**src/rtl/hmvn_pkg.sv**
```systemverilog
`timescale 1ns / 1ps

package hmvn_pkg;

    localparam logic [1:0] CFG_GRID_WIDTH   = 2'd0;
    localparam logic [1:0] CFG_GRID_HEIGHT  = 2'd1;
    localparam logic [1:0] CFG_HEIGHT_SCALE = 2'd2;

    localparam logic [10:0] GRID_WIDTH_RESET   = 11'd1024;
    localparam logic [12:0] GRID_HEIGHT_RESET  = 13'd1024;
    localparam logic [15:0] HEIGHT_SCALE_RESET = 16'd256;

    localparam int FIFO_DEPTH = 4;
    localparam int FIFO_AW    = 2;

    localparam int DIV_STEPS  = 33;
    localparam int SQRT_STEPS = 17;

    localparam logic [15:0] Q15_ONE = 16'd32767;

    typedef struct packed {
        logic signed [10:0] dx;
        logic signed [10:0] dz;
        logic [2:0]         count;
        logic [9:0]         column;
        logic [11:0]        row;
        logic               last;
    } job_t;

    typedef struct packed {
        logic full;
        logic empty;
    } fifo_stat_t;

endpackage

```
**src/rtl/hmvn_fifo.sv**
```systemverilog
`timescale 1ns / 1ps

module hmvn_fifo (
    input  logic                 aclk,
    input  logic                 aresetn,
    input  logic                 push,
    input  hmvn_pkg::job_t       push_job,
    input  logic                 pop,
    output hmvn_pkg::job_t       pop_job,
    output hmvn_pkg::fifo_stat_t stat
);
    import hmvn_pkg::*;

    job_t               entry_reg [FIFO_DEPTH];
    logic [FIFO_AW-1:0] wr_ptr_reg;
    logic [FIFO_AW-1:0] rd_ptr_reg;
    logic [FIFO_AW:0]   fill_reg;
    logic               do_push;
    logic               do_pop;

    assign stat.full  = (fill_reg == (FIFO_AW+1)'(FIFO_DEPTH));
    assign stat.empty = (fill_reg == '0);
    assign do_push    = push && !stat.full;
    assign do_pop     = pop && !stat.empty;
    assign pop_job    = entry_reg[rd_ptr_reg];

    always_ff @(posedge aclk) begin
        if (do_push) begin
            entry_reg[wr_ptr_reg] <= push_job;
        end
    end

    always_ff @(posedge aclk) begin
        if (!aresetn) begin
            wr_ptr_reg <= '0;
            rd_ptr_reg <= '0;
            fill_reg   <= '0;
        end else begin
            if (do_push) begin
                wr_ptr_reg <= wr_ptr_reg + FIFO_AW'(1);
            end
            if (do_pop) begin
                rd_ptr_reg <= rd_ptr_reg + FIFO_AW'(1);
            end
            case ({do_push, do_pop})
                2'b10:   fill_reg <= fill_reg + (FIFO_AW+1)'(1);
                2'b01:   fill_reg <= fill_reg - (FIFO_AW+1)'(1);
                default: fill_reg <= fill_reg;
            endcase
        end
    end

endmodule

```
**config.mk**
```make
export PLATFORM = sky130hd
export DESIGN_NAME = hmvn_fifo
export DESIGN_NICKNAME = d
export VERILOG_FILES = /design/src/rtl/hmvn_pkg.sv /design/src/rtl/hmvn_fifo.sv
export SDC_FILE = /design/constraint.sdc
export NUM_CORES = 1
export LEC_CHECK = 0
export BUFFER_PORTS_ARGS = -buffer_cell sky130_fd_sc_hd__buf_2
export CORE_ASPECT_RATIO = 1.5
export CORE_MARGIN = 2
export CORE_UTILIZATION = 39
export CTS_CLUSTER_DIAMETER = 150
export DETAILED_ROUTE_END_ITERATION = 12
export PLACE_DENSITY_LB_ADDON = 0.05
export SLEW_MARGIN = 15
export SYNTH_ARGS = -nofsm -noshare
export SYNTH_HDL_FRONTEND = slang
export SYNTH_SLANG_ARGS = --single-unit
```
**constraint.sdc**
```tcl
create_clock -name aclk -period 3.2 [get_ports aclk]
set_input_delay 0.48 -clock aclk [delete_from_list [all_inputs] [get_ports aclk]]
set_output_delay 0.48 -clock aclk [all_outputs]
set_load 0.01 [all_outputs]
```
Word level (Yosys, flattened, before mapping)
Memory sizes are Yosys's and may differ from the RTL's. A register that Yosys moved wholly into a read port is not among the register bits.
Index checks and enable logic that the tools add are counted.
{"block": "totals", "register_bits": 7, "mem_bits_rw": 192, "inputBits": 52, "output_inout_bits": 50, "word_cells": 22, "memories": 1}
{"name": "entry_reg", "depth": 4, "word_bits": 48, "rd": 1, "rd_clocked_by_memory_dff": 1, "wr": 1, "line": "hmvn_fifo.sv:14", "source": "job_t entry_reg [FIFO_DEPTH];"}
{"block": "classes", "add_sub_neg": 4, "n_eq_ne": 3, "n_mux": 5, "reduce_logical": 6}
{"op": "3-bit case mux with 2 select lines", "count": 1}
{"op": "2-bit by 1-bit adder with 2-bit output, second input constant", "count": 2}
{"op": "2-bit 2-to-1 mux", "count": 2}
{"op": "3-bit by 1-bit adder with 3-bit output, second input constant", "count": 1}
{"op": "3-bit equality test, second input constant", "count": 1}
{"op": "3-bit zero test", "count": 1}
{"op": "3-bit by 1-bit subtractor with 3-bit output, second input constant", "count": 1}
{"op": "2-bit by 1-bit equality test with 1-bit output, second input constant", "count": 1}
{"op": "2-bit equality test, second input constant", "count": 1}
{"op": "1-bit logical AND", "count": 2}
{"op": "1-bit zero test", "count": 2}
{"op": "1-bit 2-to-1 mux", "count": 2}
{"op": "2-bit nonzero test", "count": 1}

Depth between registers and ports, before layout
{"block": "depth", "word_depth": 5, "depth_mapped": 10, "ltp_nobuf": 9}

Least setup slack after synthesis
Ideal clock, no wire load.
{"block": "synth_path", "path_type": "register -> register", "from": "reg fill_reg[2]", "to": "mem entry_reg[0][0] (netlist name) (enable)", "arrival_ns": 2.012, "t_required_ns": 2.790, "slack_ns": 0.778, "stages_incl_launch_ff": 5, "n_path_buf": 1, "path_cell_list": "dfxtp_1 nor3b_1 nor2b_1 clkbuf_1 and2_1"}
{"item": "start, declared", "line": "hmvn_fifo.sv:17", "source": "logic [FIFO_AW:0] fill_reg;"}
{"item": "start signal, assigned", "line": "hmvn_fifo.sv:46", "source": "2'b10: fill_reg <= fill_reg + (FIFO_AW+1)'(1);"}
{"item": "start signal, assigned", "line": "hmvn_fifo.sv:47", "source": "2'b01: fill_reg <= fill_reg - (FIFO_AW+1)'(1);"}
{"item": "start signal, assigned", "line": "hmvn_fifo.sv:48", "source": "default: fill_reg <= fill_reg;"}
{"item": "end, declared", "line": "hmvn_fifo.sv:14"}

==> insert_results.sql <==
INSERT INTO impl_metrics (metric_group, metric, value, unit) VALUES
('worst_setup_path', 'crit_end', 'pop_job[45]', ''),
('sta', 'final-hold-violation-count', '0', ''),
('synth', 'yosys-top-cells-area', 'edfxtp_1, mux4_2, dfxtp_1, ha_1, and2_1', ''),
('clocking', 'tritoncts.num_buffers', '19', ''),
('worst_setup_path', 'timing.critical_path.buf_inv', '2', ''),
('worst_setup_path', 'cp_slowest_cell', 'dfxtp_2', ''),
('cells_and_area', 'ratio_of_cells_with_drive_above_1_in_the_final_layout', '0.447', ''),
('power', 'irDropWorstVdd', '0.000544', 'V'),
('clocking', 'cts_resized', '0', ''),
('synth', 'compound_gate_portion_of_the_synthesized_area', '0.00541', ''),
('global_route', 'globalRouteOverflowTotal', '0', ''),
('die', 'die_area', '20100', 'µm²'),
('cells_and_area', 'final_core_util', '0.477', ''),
('placement', 'dpl_cell_area', '8270', 'µm²'),
('synth', 'synth.most_common_cell', 'edfxtp_1', ''),
('worst_setup_path', 'cp_data_arrival_time', '2.02', 'ns'),
('synth', 'mappedNetlistArea', '7410', 'µm²'),
('run_status', 'outcome', 'completed', ''),
('clocking', 'cts.reportedPaths.clkPinSlew', '0.06', 'ns'),
('sta', 'final.setup_skew', '0.00986', 'ns'),
('sta', 'timing.slew.headroom', '0.600', ''),
('global_route', 'vias_in_the_first_global_route', '3752', ''),
('synth', 'synth.top_cell.area_share', '0.778', ''),
('synth', 'synthFlopType', 'edfxtp_1', ''),
('synth', 'yosys.area_share.simple', '0.0159', ''),
('detailed_routing', 'first_iter_violations', '242', ''),
('cells_and_area', 'fill_cell_instance_count_of_the_final_layout', '1570', ''),
('hold_path', 'hp-class', 'input port to register', ''),
('sta', 'rsz_0062_raised_after_global_routing', 'no', ''),
('synth', 'number_of_flip_flops_and_latches_in_the_synthesized_netlist', '201', ''),
('sta', 'timing.final.crit_share', '0.782', ''),
('synth', 'synth_top_family_by_area', 'multiplexers', ''),
('global_route', 'grt_usage', '0.142', ''),
('synth', 'synthesis.instances', '304', ''),
('die', 'initial_core_util', '0.399', ''),
('synth', 'synth_enable_flop_cells', '192', ''),
('job', 'maximum_capacitance_violations', '0', ''),
('worst_setup_path', 'reg2reg_depth', '9', ''),
('worst_setup_path', 'critical_path.endpoint_type', 'output pin', ''),
('cells_and_area', 'finalInstanceArea', '8840', 'µm²'),
('synth', 'synthAdderAreaFrac', '0.0111', ''),
('synth', 'yosys-top-cells-count', 'edfxtp_1, mux4_2, dfxtp_1', ''),
('synth', 'synth.net_count', '362', ''),
('detailed_routing', 'firstDrtPassIters', '4', ''),
('power', 'powerDensity', '773', 'nW/µm²'),
('global_route', 'maximum_number_of_pins_on_one_net_before_global_route_repair', '32', ''),
('cells_and_area', 'largest_register_ff_count', '192', ''),
('worst_setup_path', 'critPathRequiredTime', '2.72', 'ns'),
('synth', 'mux_share_of_post_synthesis_cell_area', '0.149', ''),
('synth', 'syn_area_per_cell', '24.4', 'µm²'),
('die', 'fp.coreArea', '18500', 'µm²'),
('worst_setup_path', 'worst_r2r_startpoint', 'fill_reg[2]', ''),
('clocking', 'level_count_of_the_clock_h_tree', '1', ''),
('synth', 'yosys_warnings', '0', ''),
('clocking', 'cts_tree', 'yes', ''),
('detailed_routing', 'drt.antenna.violating_nets', '0', ''),
('sta', 'worst_margin_slew', '0.600', 'ns'),
('placement', 'finalWeightedCongestion', '0.679', ''),
('clocking', 'root_buffer', 'clkbuf_16', ''),
('sta', 'slew_viol_final', '0', ''),
('synth', 'synth_xor_area_frac', '0.00236', ''),
('synth', 'netlist-cell-type-count', '23', ''),
('detailed_routing', 'routed_wirelength', '14100', 'µm'),
('power', 'power.leakage', '2.96', 'nW'),
('die', 'pin_count', '102', ''),
('worst_setup_path', 'reg_to_reg_end', 'fill_reg[2]', ''),
('die', 'rows', '61', ''),
('worst_setup_path', 'type_of_origin_of_the_critical_path', 'register', ''),
('clocking', 'cts.path.max_buffers', '3', ''),
('sta', 'finalWorstPathRequiredPeriod', '2.50', 'ns'),
('worst_setup_path', 'reg2reg_setup_slack', '0.91', 'ns');
metal layers:
| metal | vias to the layer above | routed length, µm | track usage |
|---|---|---|---|
| li1 | 1516 | - | - |
| met1 | 1820 | 5850 | 0.188 |
| met2 | 75 | 7310 | 0.241 |
| met3 | 15 | 677 | 0.0280 |
| met4 | 0 | 216 | 0.0337 |
| met5 | - | 0 | 0 |
worst register-to-register path, cell delays in order, from the launching register on:
cell and delay, ns:
dfxtp_1 0.38, nor3b_1 0.24, nor2b_1 0.18, inv_1 0.09, ha_1 0.19, inv_1 0.06
fa_1 0.38, xor2_1 0.16, or3_1 0.32, a21boi_0 0.20
cells by family (layout without fill, tap and decap cells):
family / Yosys count / count (layout)
multiplexers: 50 / 50
flip-flops: 201 / 201
AO/OA/AOI/OAI: 7 / 7
adder cells (fa/ha/maj): 6 / 6
AND/OR/NAND/NOR: 20 / 20
XOR/XNOR: 2 / 2
buffers and inverters: 18 / 152
placed cells by master (no fill, tap or decap):
| cell type | instances |
|---|---|
| clkbuf_1 | 3 |
| inv_6 | 1 |
| mux2i_1 | 2 |
| and2_1 | 2 |
| or3_1 | 2 |
| clkinv_2 | 6 |
| buf_4 | 9 |
| or4bb_1 | 1 |
| o21ai_0 | 5 |
| a21boi_0 | 2 |
| fa_1 | 1 |
| clkinv_1 | 2 |
| inv_1 | 6 |
| dfxtp_1 | 7 |
| ha_1 | 5 |
| nor2b_1 | 2 |
| buf_2 | 101 |
| clkbuf_16 | 19 |
| xnor2_1 | 1 |
| mux4_2 | 48 |
| nor3_2 | 1 |
| clkinvlp_4 | 2 |
| dfxtp_4 | 1 |
| and2_2 | 4 |
| nor3b_1 | 1 |
| edfxtp_1 | 192 |
| xor2_1 | 1 |
| bufinv_16 | 1 |
| buf_12 | 2 |
| nand2_1 | 7 |
| dfxtp_2 | 1 |
area by class of cell:
cell class	instances	area [µm²]	area share
Inverter	6	22.5	0.00255
Timing Repair Buffer	112	613	0.0693
Sequential cell	201	5950	0.673
Clock inverter	12	91.3	0.0103
Clock buffer	22	487	0.0550
Multi-Input combinational cell	85	1360	0.154
Tap cell	252	315	0.0357
power breakdown:
group	switching, mW	internal (mW)	total [mW]	leakage [nW]
clock network	0.919	1.18	2.10	0.283
registers	0.0937	3.17	3.27	1.84
logic	0.761	0.713	1.47	0.840
worst min path at each step:
stage | endpoint | from | slack (ns) | cells past startpoint
after detailed placement | wr_ptr_reg[1] | wr_ptr_reg[1] | 0.50 | 2
after floorplan | register | rd_ptr_reg[0] | 0.46 | 2
final | entry_reg[3][9] | push_job[9] | 0.21 | 1
after global routing | entry_reg[2][13] | push_job[13] | 0.19 | 1
after global placement | wr_ptr_reg[1] | wr_ptr_reg[1] | 0.49 | 2
after CTS | entry_reg[3][9] | push_job[9] | 0.19 | 1
metrics by stage:
stage / setup slack, ns / hold slack, ns / cells
6_report: 0.699 / 0.211 / 690
2_1_floorplan: 0.778 / 0.461 / 304
3_3_place_gp: 1.08 / 0.485 / 656
5_1_grt: 0.584 / 0.194 / 690
4_1_cts: 0.624 / 0.191 / 690
3_5_place_dp: 0.921 / 0.495 / 656
Power figures use the tool's default switching activity.
