===== src/rtl/hmvn_pkg.sv =====
`timescale 1ns / 1ps

package hmvn_pkg;

    localparam logic [1:0] CFG_GRID_WIDTH   = 2'd0;
    localparam logic [1:0] CFG_GRID_HEIGHT  = 2'd1;
    localparam logic [1:0] CFG_HEIGHT_SCALE = 2'd2;

    localparam logic [10:0] GRID_WIDTH_RESET   = 11'd1024;
    localparam logic [12:0] GRID_HEIGHT_RESET  = 13'd1024;
    localparam logic [15:0] HEIGHT_SCALE_RESET = 16'd256;

    localparam int FIFO_DEPTH = 4;
    localparam int FIFO_AW    = 2;

    localparam int DIV_STEPS  = 33;
    localparam int SQRT_STEPS = 17;

    localparam logic [15:0] Q15_ONE = 16'd32767;

    typedef struct packed {
        logic signed [10:0] dx;
        logic signed [10:0] dz;
        logic [2:0]         count;
        logic [9:0]         column;
        logic [11:0]        row;
        logic               last;
    } job_t;

    typedef struct packed {
        logic full;
        logic empty;
    } fifo_stat_t;

endpackage


===== src/rtl/hmvn_back.sv =====
`timescale 1ns / 1ps

module hmvn_back (
    input  logic                 aclk,
    input  logic                 aresetn,
    input  logic [15:0]          scale,
    input  hmvn_pkg::fifo_stat_t stat,
    output logic                 pop,
    input  hmvn_pkg::job_t       pop_job,
    output logic                 m_tvalid,
    input  logic                 m_tready,
    output logic [71:0]          m_tdata,
    output logic                 m_tlast
);
    import hmvn_pkg::*;

    typedef enum logic [3:0] {
        B_IDLE, B_MAG, B_SQ, B_SUM, B_DINIT, B_DIV, B_SINIT, B_SQRT, B_COMP, B_FIN
    } bstate_t;

    bstate_t     state_reg;
    job_t        job_reg;
    logic [17:0] mag_reg [3];
    logic        neg_reg [3];
    logic [35:0] sq_reg [3];
    logic [37:0] s_reg;
    logic [1:0]  comp_reg;
    logic [5:0]  step_reg;
    logic [38:0] rem_reg;
    logic [32:0] quo_reg;
    logic [33:0] src_reg;
    logic [16:0] root_reg;
    logic [18:0] srem_reg;
    logic [15:0] val_reg [3];
    logic        m_tvalid_reg;
    logic [71:0] m_tdata_reg;
    logic        m_tlast_reg;

    logic [10:0] adx;
    logic [10:0] adz;
    logic [17:0] bprod;
    logic [38:0] div_t;
    logic        div_ge;
    logic [20:0] sq_t;
    logic [20:0] sq_trial;
    logic        sq_ge;
    logic [17:0] r_inc;
    logic [16:0] r_half;
    logic [15:0] r_cap;
    logic        out_free;

    assign pop      = (state_reg == B_IDLE) && !stat.empty;
    assign m_tvalid = m_tvalid_reg;
    assign m_tdata  = m_tdata_reg;
    assign m_tlast  = m_tlast_reg;
    assign out_free = !m_tvalid_reg || m_tready;

    assign adx   = job_reg.dx[10] ? 11'(-job_reg.dx) : 11'(job_reg.dx);
    assign adz   = job_reg.dz[10] ? 11'(-job_reg.dz) : 11'(job_reg.dz);
    assign bprod = 18'(job_reg.count) * 18'(scale);

    assign div_t  = (step_reg == '0) ? rem_reg : {rem_reg[37:0], 1'b0};
    assign div_ge = div_t >= {1'b0, s_reg};

    assign sq_t     = {srem_reg, src_reg[33:32]};
    assign sq_trial = {2'b00, root_reg, 2'b01};
    assign sq_ge    = sq_t >= sq_trial;

    assign r_inc  = {1'b0, root_reg} + 18'd1;
    assign r_half = r_inc[17:1];
    assign r_cap  = (r_half > 17'(Q15_ONE)) ? Q15_ONE : r_half[15:0];

    always_ff @(posedge aclk) begin
        if (!aresetn) begin
            state_reg    <= B_IDLE;
            m_tvalid_reg <= 1'b0;
        end else begin
            if (m_tvalid_reg && m_tready && (state_reg != B_FIN)) begin
                m_tvalid_reg <= 1'b0;
            end
            case (state_reg)
                B_IDLE: begin
                    if (!stat.empty) begin
                        job_reg   <= pop_job;
                        state_reg <= B_MAG;
                    end
                end
                B_MAG: begin
                    mag_reg[0] <= {adx[9:0], 8'd0};
                    mag_reg[1] <= bprod;
                    mag_reg[2] <= {adz[9:0], 8'd0};
                    neg_reg[0] <= job_reg.dx[10];
                    neg_reg[1] <= 1'b0;
                    neg_reg[2] <= job_reg.dz[10];
                    comp_reg   <= '0;
                    state_reg  <= B_SQ;
                end
                B_SQ: begin
                    sq_reg[comp_reg] <= mag_reg[comp_reg] * mag_reg[comp_reg];
                    if (comp_reg == 2'd2) begin
                        state_reg <= B_SUM;
                    end else begin
                        comp_reg <= comp_reg + 2'd1;
                    end
                end
                B_SUM: begin
                    s_reg     <= 38'(sq_reg[0]) + 38'(sq_reg[1]) + 38'(sq_reg[2]);
                    comp_reg  <= '0;
                    state_reg <= B_DINIT;
                end
                B_DINIT: begin
                    rem_reg   <= 39'(sq_reg[comp_reg]);
                    quo_reg   <= '0;
                    step_reg  <= '0;
                    state_reg <= B_DIV;
                end
                // quotient of square times 2^32 over the sum, one bit a cycle
                B_DIV: begin
                    rem_reg <= div_ge ? div_t - {1'b0, s_reg} : div_t;
                    quo_reg <= {quo_reg[31:0], div_ge};
                    if (step_reg == 6'(DIV_STEPS - 1)) begin
                        state_reg <= B_SINIT;
                    end else begin
                        step_reg <= step_reg + 6'd1;
                    end
                end
                B_SINIT: begin
                    src_reg   <= {1'b0, quo_reg};
                    root_reg  <= '0;
                    srem_reg  <= '0;
                    step_reg  <= '0;
                    state_reg <= B_SQRT;
                end
                // integer square root, one result bit a cycle
                B_SQRT: begin
                    srem_reg <= sq_ge ? 19'(sq_t - sq_trial) : 19'(sq_t);
                    root_reg <= {root_reg[15:0], sq_ge};
                    src_reg  <= {src_reg[31:0], 2'b00};
                    if (step_reg == 6'(SQRT_STEPS - 1)) begin
                        state_reg <= B_COMP;
                    end else begin
                        step_reg <= step_reg + 6'd1;
                    end
                end
                B_COMP: begin
                    val_reg[comp_reg] <= neg_reg[comp_reg] ? 16'd0 - r_cap : r_cap;
                    if (comp_reg == 2'd2) begin
                        state_reg <= B_FIN;
                    end else begin
                        comp_reg  <= comp_reg + 2'd1;
                        state_reg <= B_DINIT;
                    end
                end
                B_FIN: begin
                    if (out_free) begin
                        if (s_reg == '0) begin
                            m_tdata_reg <= {2'b00, job_reg.row, job_reg.column,
                                            16'd0, Q15_ONE, 16'd0};
                        end else begin
                            m_tdata_reg <= {2'b00, job_reg.row, job_reg.column,
                                            val_reg[2], val_reg[1], val_reg[0]};
                        end
                        m_tlast_reg  <= job_reg.last;
                        m_tvalid_reg <= 1'b1;
                        state_reg    <= B_IDLE;
                    end
                end
                default: state_reg <= B_IDLE;
            endcase
        end
    end

endmodule


===== config.mk =====
export PLATFORM = sky130hd
export DESIGN_NAME = hmvn_back
export DESIGN_NICKNAME = d
export VERILOG_FILES = /design/src/rtl/hmvn_pkg.sv /design/src/rtl/hmvn_back.sv
export SDC_FILE = /design/constraint.sdc
export NUM_CORES = 2
export LEC_CHECK = 0
export BUFFER_PORTS_ARGS = -buffer_cell sky130_fd_sc_hd__buf_4
export CAP_MARGIN = 5
export CORE_UTILIZATION = 44
export CTS_CLUSTER_SIZE = 12
export DETAILED_ROUTE_END_ITERATION = 10
export PLACE_DENSITY_LB_ADDON = 0.3
export SLEW_MARGIN = 20
export SYNTH_ARGS = -nofsm -noshare
export SYNTH_HDL_FRONTEND = slang
export SYNTH_SLANG_ARGS = --single-unit
export TNS_END_PERCENT = 10

===== constraint.sdc =====
create_clock -name aclk -period 20.7 [get_ports aclk]
set_input_delay 1.035 -clock aclk [delete_from_list [all_inputs] [get_ports aclk]]
set_output_delay 1.035 -clock aclk [all_outputs]
set_load 0.05 [all_outputs]

# [Word level (Yosys, flattened, before mapping)]
# Memories as Yosys holds them, arrays and structs flattened. A register that Yosys moved wholly into a read port is not among the register bits.
# Index checks and enable logic that the tools add are counted.
[classes] eq_ne=21 n_reduce_logical=24 mul=2 n_mux=39 addsub=10 magnitude_cmp=3 bitwise=1
[ops] op="$mux W39" n=2
[ops] op="$pmux W39 S2" n=1
[ops] op="$pmux W34 S2" n=1
[ops] op="$pmux W33 S2" n=1
[ops] op="$pmux W4 S10" n=1
[ops] op="$ge A39 B38 Y1" n=1
[ops] op="$sub A39 B38 Y39" n=1
[ops] op="$add A37 B36 Y38" n=1
[ops] op="$logic_not A38 Y1" n=1
[ops] op="$pmux W19 S2" n=1
[ops] op="$add A36 B36 Y37" n=1
[ops] op="$mul A18 B18 Y36" n=1
[ops] op="$pmux W17 S2" n=1
[ops] op="$mux W16" n=2
[ops] op="$mux W4" n=6
[ops] op="$ge A21 B19 Y1" n=1
[ops] op="$mux W10" n=2
[ops] op="$neg A10 Y10" n=2
[ops] op="$mux W19" n=1
[ops] op="$sub A19 B19 Y19" n=1
[ops] op="$add A17 B1 Y18 const B" n=1
[ops] op="$mul A3 B16 Y18" n=1
[ops] op="$pmux W6 S3" n=1
[ops] op="$gt A17 B15 Y1 const B" n=1
[ops] op="other kinds (29)" n=67
[totals] ramBits=213 reg_bits=266 out_inout_bits=75 memories=4 wordCells=122
[memory_table] memory="sq_reg" depth=3 width=36 rd=4 rd_clocked_by_memory_dff=1 write_ports=1 line="hmvn_back.sv:25" text="logic [35:0] sq_reg [3];"
[memory_table] memory="mag_reg" depth=3 width=18 rd=1 rd_clocked_by_memory_dff=1 write_ports=3 line="hmvn_back.sv:23" text="logic [17:0] mag_reg [3];"
[memory_table] memory="val_reg" depth=3 width=16 rd=3 rd_clocked_by_memory_dff=3 write_ports=1 line="hmvn_back.sv:34" text="logic [15:0] val_reg [3];"
[memory_table] memory="neg_reg" depth=3 width=1 rd=1 rd_clocked_by_memory_dff=1 write_ports=3 line="hmvn_back.sv:24" text="logic neg_reg [3];"

# [Logic depth before layout (Yosys ltp)]
[depth] word_depth=5 depth_mapped=28 mapped_depth_nobuf=25

# [Worst setup path before layout]
# No wires, ideal clock.
[synth_path] path_kind="register to register" start="register (tool-made name)" end="memory sq_reg[0][33], data pin" period_less_slack_ns=7.173 arrival_ns=6.893 stages_incl_launch_ff=24 slack_ns=13.527 path_cell_list="dfxtp_1 > buf_2 > buf_2 > mux2i_1 > o21ai_1 > clkinv_1 > nor2_1 > fa_1 > fa_1 > fa_1 > fa_1 > fa_1 > inv_1 > fa_1 > inv_1 > ha_1 > a21oi_1 > o311ai_0 > o21a_1 > o31a_1 > nor2_1 > nor2b_1 > o41ai_1 > xnor2_1"
[synth_lines] item="to (decl)" line="hmvn_back.sv:25"

==> metrics <==
Layout Nets a little over 4000; clk slew on worst S/H paths 0.06 ns; Final min period about 8.3 ns; Fmax roughly 0.12 GHz; most common cell after layout, fill and taps aside edfxtp_1; Via density 5.19; total grt overflow 0; critical path, cell by cell mux2i_1 -> o21a_1 -> clkinv_1 -> nand2_1 -> inv_1 -> fa_1 -> inv_1 -> fa_1 -> fa_1 -> inv_1 -> fa_1 -> fa_1 -> inv_1 -> fa_1 -> inv_1 -> ha_1 -> and3_1 -> a221oi_1 -> o21ai_0 -> a21oi_1 -> o41a_1 -> o21ai_0 -> o311ai_0; CTS Buffer Depth 3; Ant. Diodes 0; number of H-tree levels 2; initial antenna violation count 0; Critical Path Max Stage Delay 0.72 ns; core area 0.0838 mm²; Post-synth top flop edfxtp_1; layout cells sized above 1 about 10%; Buf+Inv Stages, Crit Path 6; asr flop ratio synth 0%; I/O Buffers 140; Post-Syn Area 0.0374 mm²; CP arrival 8.67 ns; Max-Cap Viols 0; DRC errors left 0; area delta synth->final 11.1%; Max stage delay cell, worst path o311ai_0; DIE WIDTH between 200 and 300 µm; Mean Syn Cell Area 11.0 µm²; Root Buffer clkbuf_16; CP top delay family adder cells; worst skew pair latency 0.65 ns; ANT nets after route 0; #FFs+latches synth between 500 and 600; status finished clean; HPWL after detailed placement roughly 60000 µm; CTS tree done; Rows around 110; final setup violation count 0; Initial Util approximately 45%; DR vias 24346; first-pass GRT wire length 128000 µm; TNS Setup 0 ns; Die ar. roughly 0.086 mm²; number of global-route vias before repair 24755; drt pass-1 iters 5; Hold Crit Class reg -> reg; GPL Wtd Cong around 0.89; EDFF count, synth 535; CP endpoint kind flop; most used cell, CP fa_1; Die Height 294 µm; CTS Buf Count 58; largest net degree at the start of global routing 71; DR iter-0 viols 1552; I/O pin cnt 144; Tcrit/Tclk final 40.3%; post-synthesis cell type count 92; Resized cells post-CTS 0; Clock Skews 0.0511 ns; post-synthesis sequential area ratio 43.3%; Routed WL per cell 16.8 µm; Crit Path Category reg -> reg; Synth Warn # 0; CP required 21.04 ns; clock net sink count 542; Syn Inst Count 3386; setup bufs post-CTS 0; startpoint types flop; Tightest Pin Transition 1.15 ns; RSZ-0062 raised after global routing false; final hold vios 0; CP Max Fanout 14; Post-CTS Hold Fix Bufs 0; max-slew violation count 0; max reg flops 140; Slew headroom 22.7%; gr usage total a little under a fifth; WL final 78700 µm; most frequent cells in the layout 535 x edfxtp_1, 496 x nand2_1, 439 x inv_1
==> cell families (layout without fill, tap and decap cells) <==
group           count (synthesis)  after routing  synth area share (%)
other cells                     1              5                0.0100
fa+ha+maj                     502            502                  22.3
compound gates                489            489                  8.28
xor+xnor                      161            161                  3.77
mux                            82             82                  3.38
flops                         542            542                  43.3
buf+inv                       549            718                  5.69
simple gates                 1060           1060                  13.2
==> cell type report <==
type | count | area, µm²
Clock buffer | 71 | 1520
Clock inverter | 27 | 272
Fill cell | 7564 | 42300
Inverter | 450 | 1690
Multi-Input combinational cell | 2299 | 19100
Sequential cell | 542 | 16200
Tap cell | 1134 | 1420
Timing Repair Buffer | 170 | 1280
==> worst paths after layout <==
check / start / endpoint / slack [ns] / cells past startpoint
worst max-delay path: flop / sq_reg[1][34]$_DFFE_PP_ / 12.36 / 23
worst min-delay path: job_reg[15]$_DFFE_PP_ / m_tdata[50]$_DFFE_PP_ / 0.41 / 0
worst max register to register: flop / sq_reg[1][34]$_DFFE_PP_ / 12.36 / 23
worst min register to register: job_reg[15]$_DFFE_PP_ / m_tdata[50]$_DFFE_PP_ / 0.41 / 0
==> layer usage <==
layer	GRT usage, %	up-vias	share of wire (%)
met3	1.69	138	3.3
met5	0	-	0
met1	24.6	11873	45
met2	31.3	501	48
li1	-	11834	-
met4	6.71	0	3.4
==> Yosys cell counts (21+ instances only) <==
master	count	area, µm²
nor3_1	34	170
and3_1	32	200
nand3_1	54	270
ha_1	228	2850
and2_1	56	350
nor2_1	192	721
xor2_1	40	350
nand2_1	496	1860
mux4_2	35	788
o21ai_1	25	125
clkbuf_1	71	267
nand4_1	21	131
o21ai_0	105	526
xnor2_1	121	1060
nor2b_1	54	338
mux2i_1	43	430
o21a_1	36	270
a21o_1	43	323
inv_1	439	1650
a21oi_1	131	656
fa_1	274	5490
edfxtp_1	535	16100
==> stage by stage <==
stage	setup WS, ns	cells	hold slack [ns]	instance area [µm²]	util, %
floorplan	13.53	3390	0.400	37400	-
global placement	12.43	4595	0.400	39700	47.4
detailed placement	12.36	4595	0.405	39700	47.4
CTS	12.36	4693	0.408	41500	49.5
global route	11.86	4693	0.426	41500	49.5
finish	12.36	4693	0.410	41500	49.5
Power is left out: the tool's default activity adds up to more than one toggle a clock period on the data nets, which glitch-free logic cannot reach.
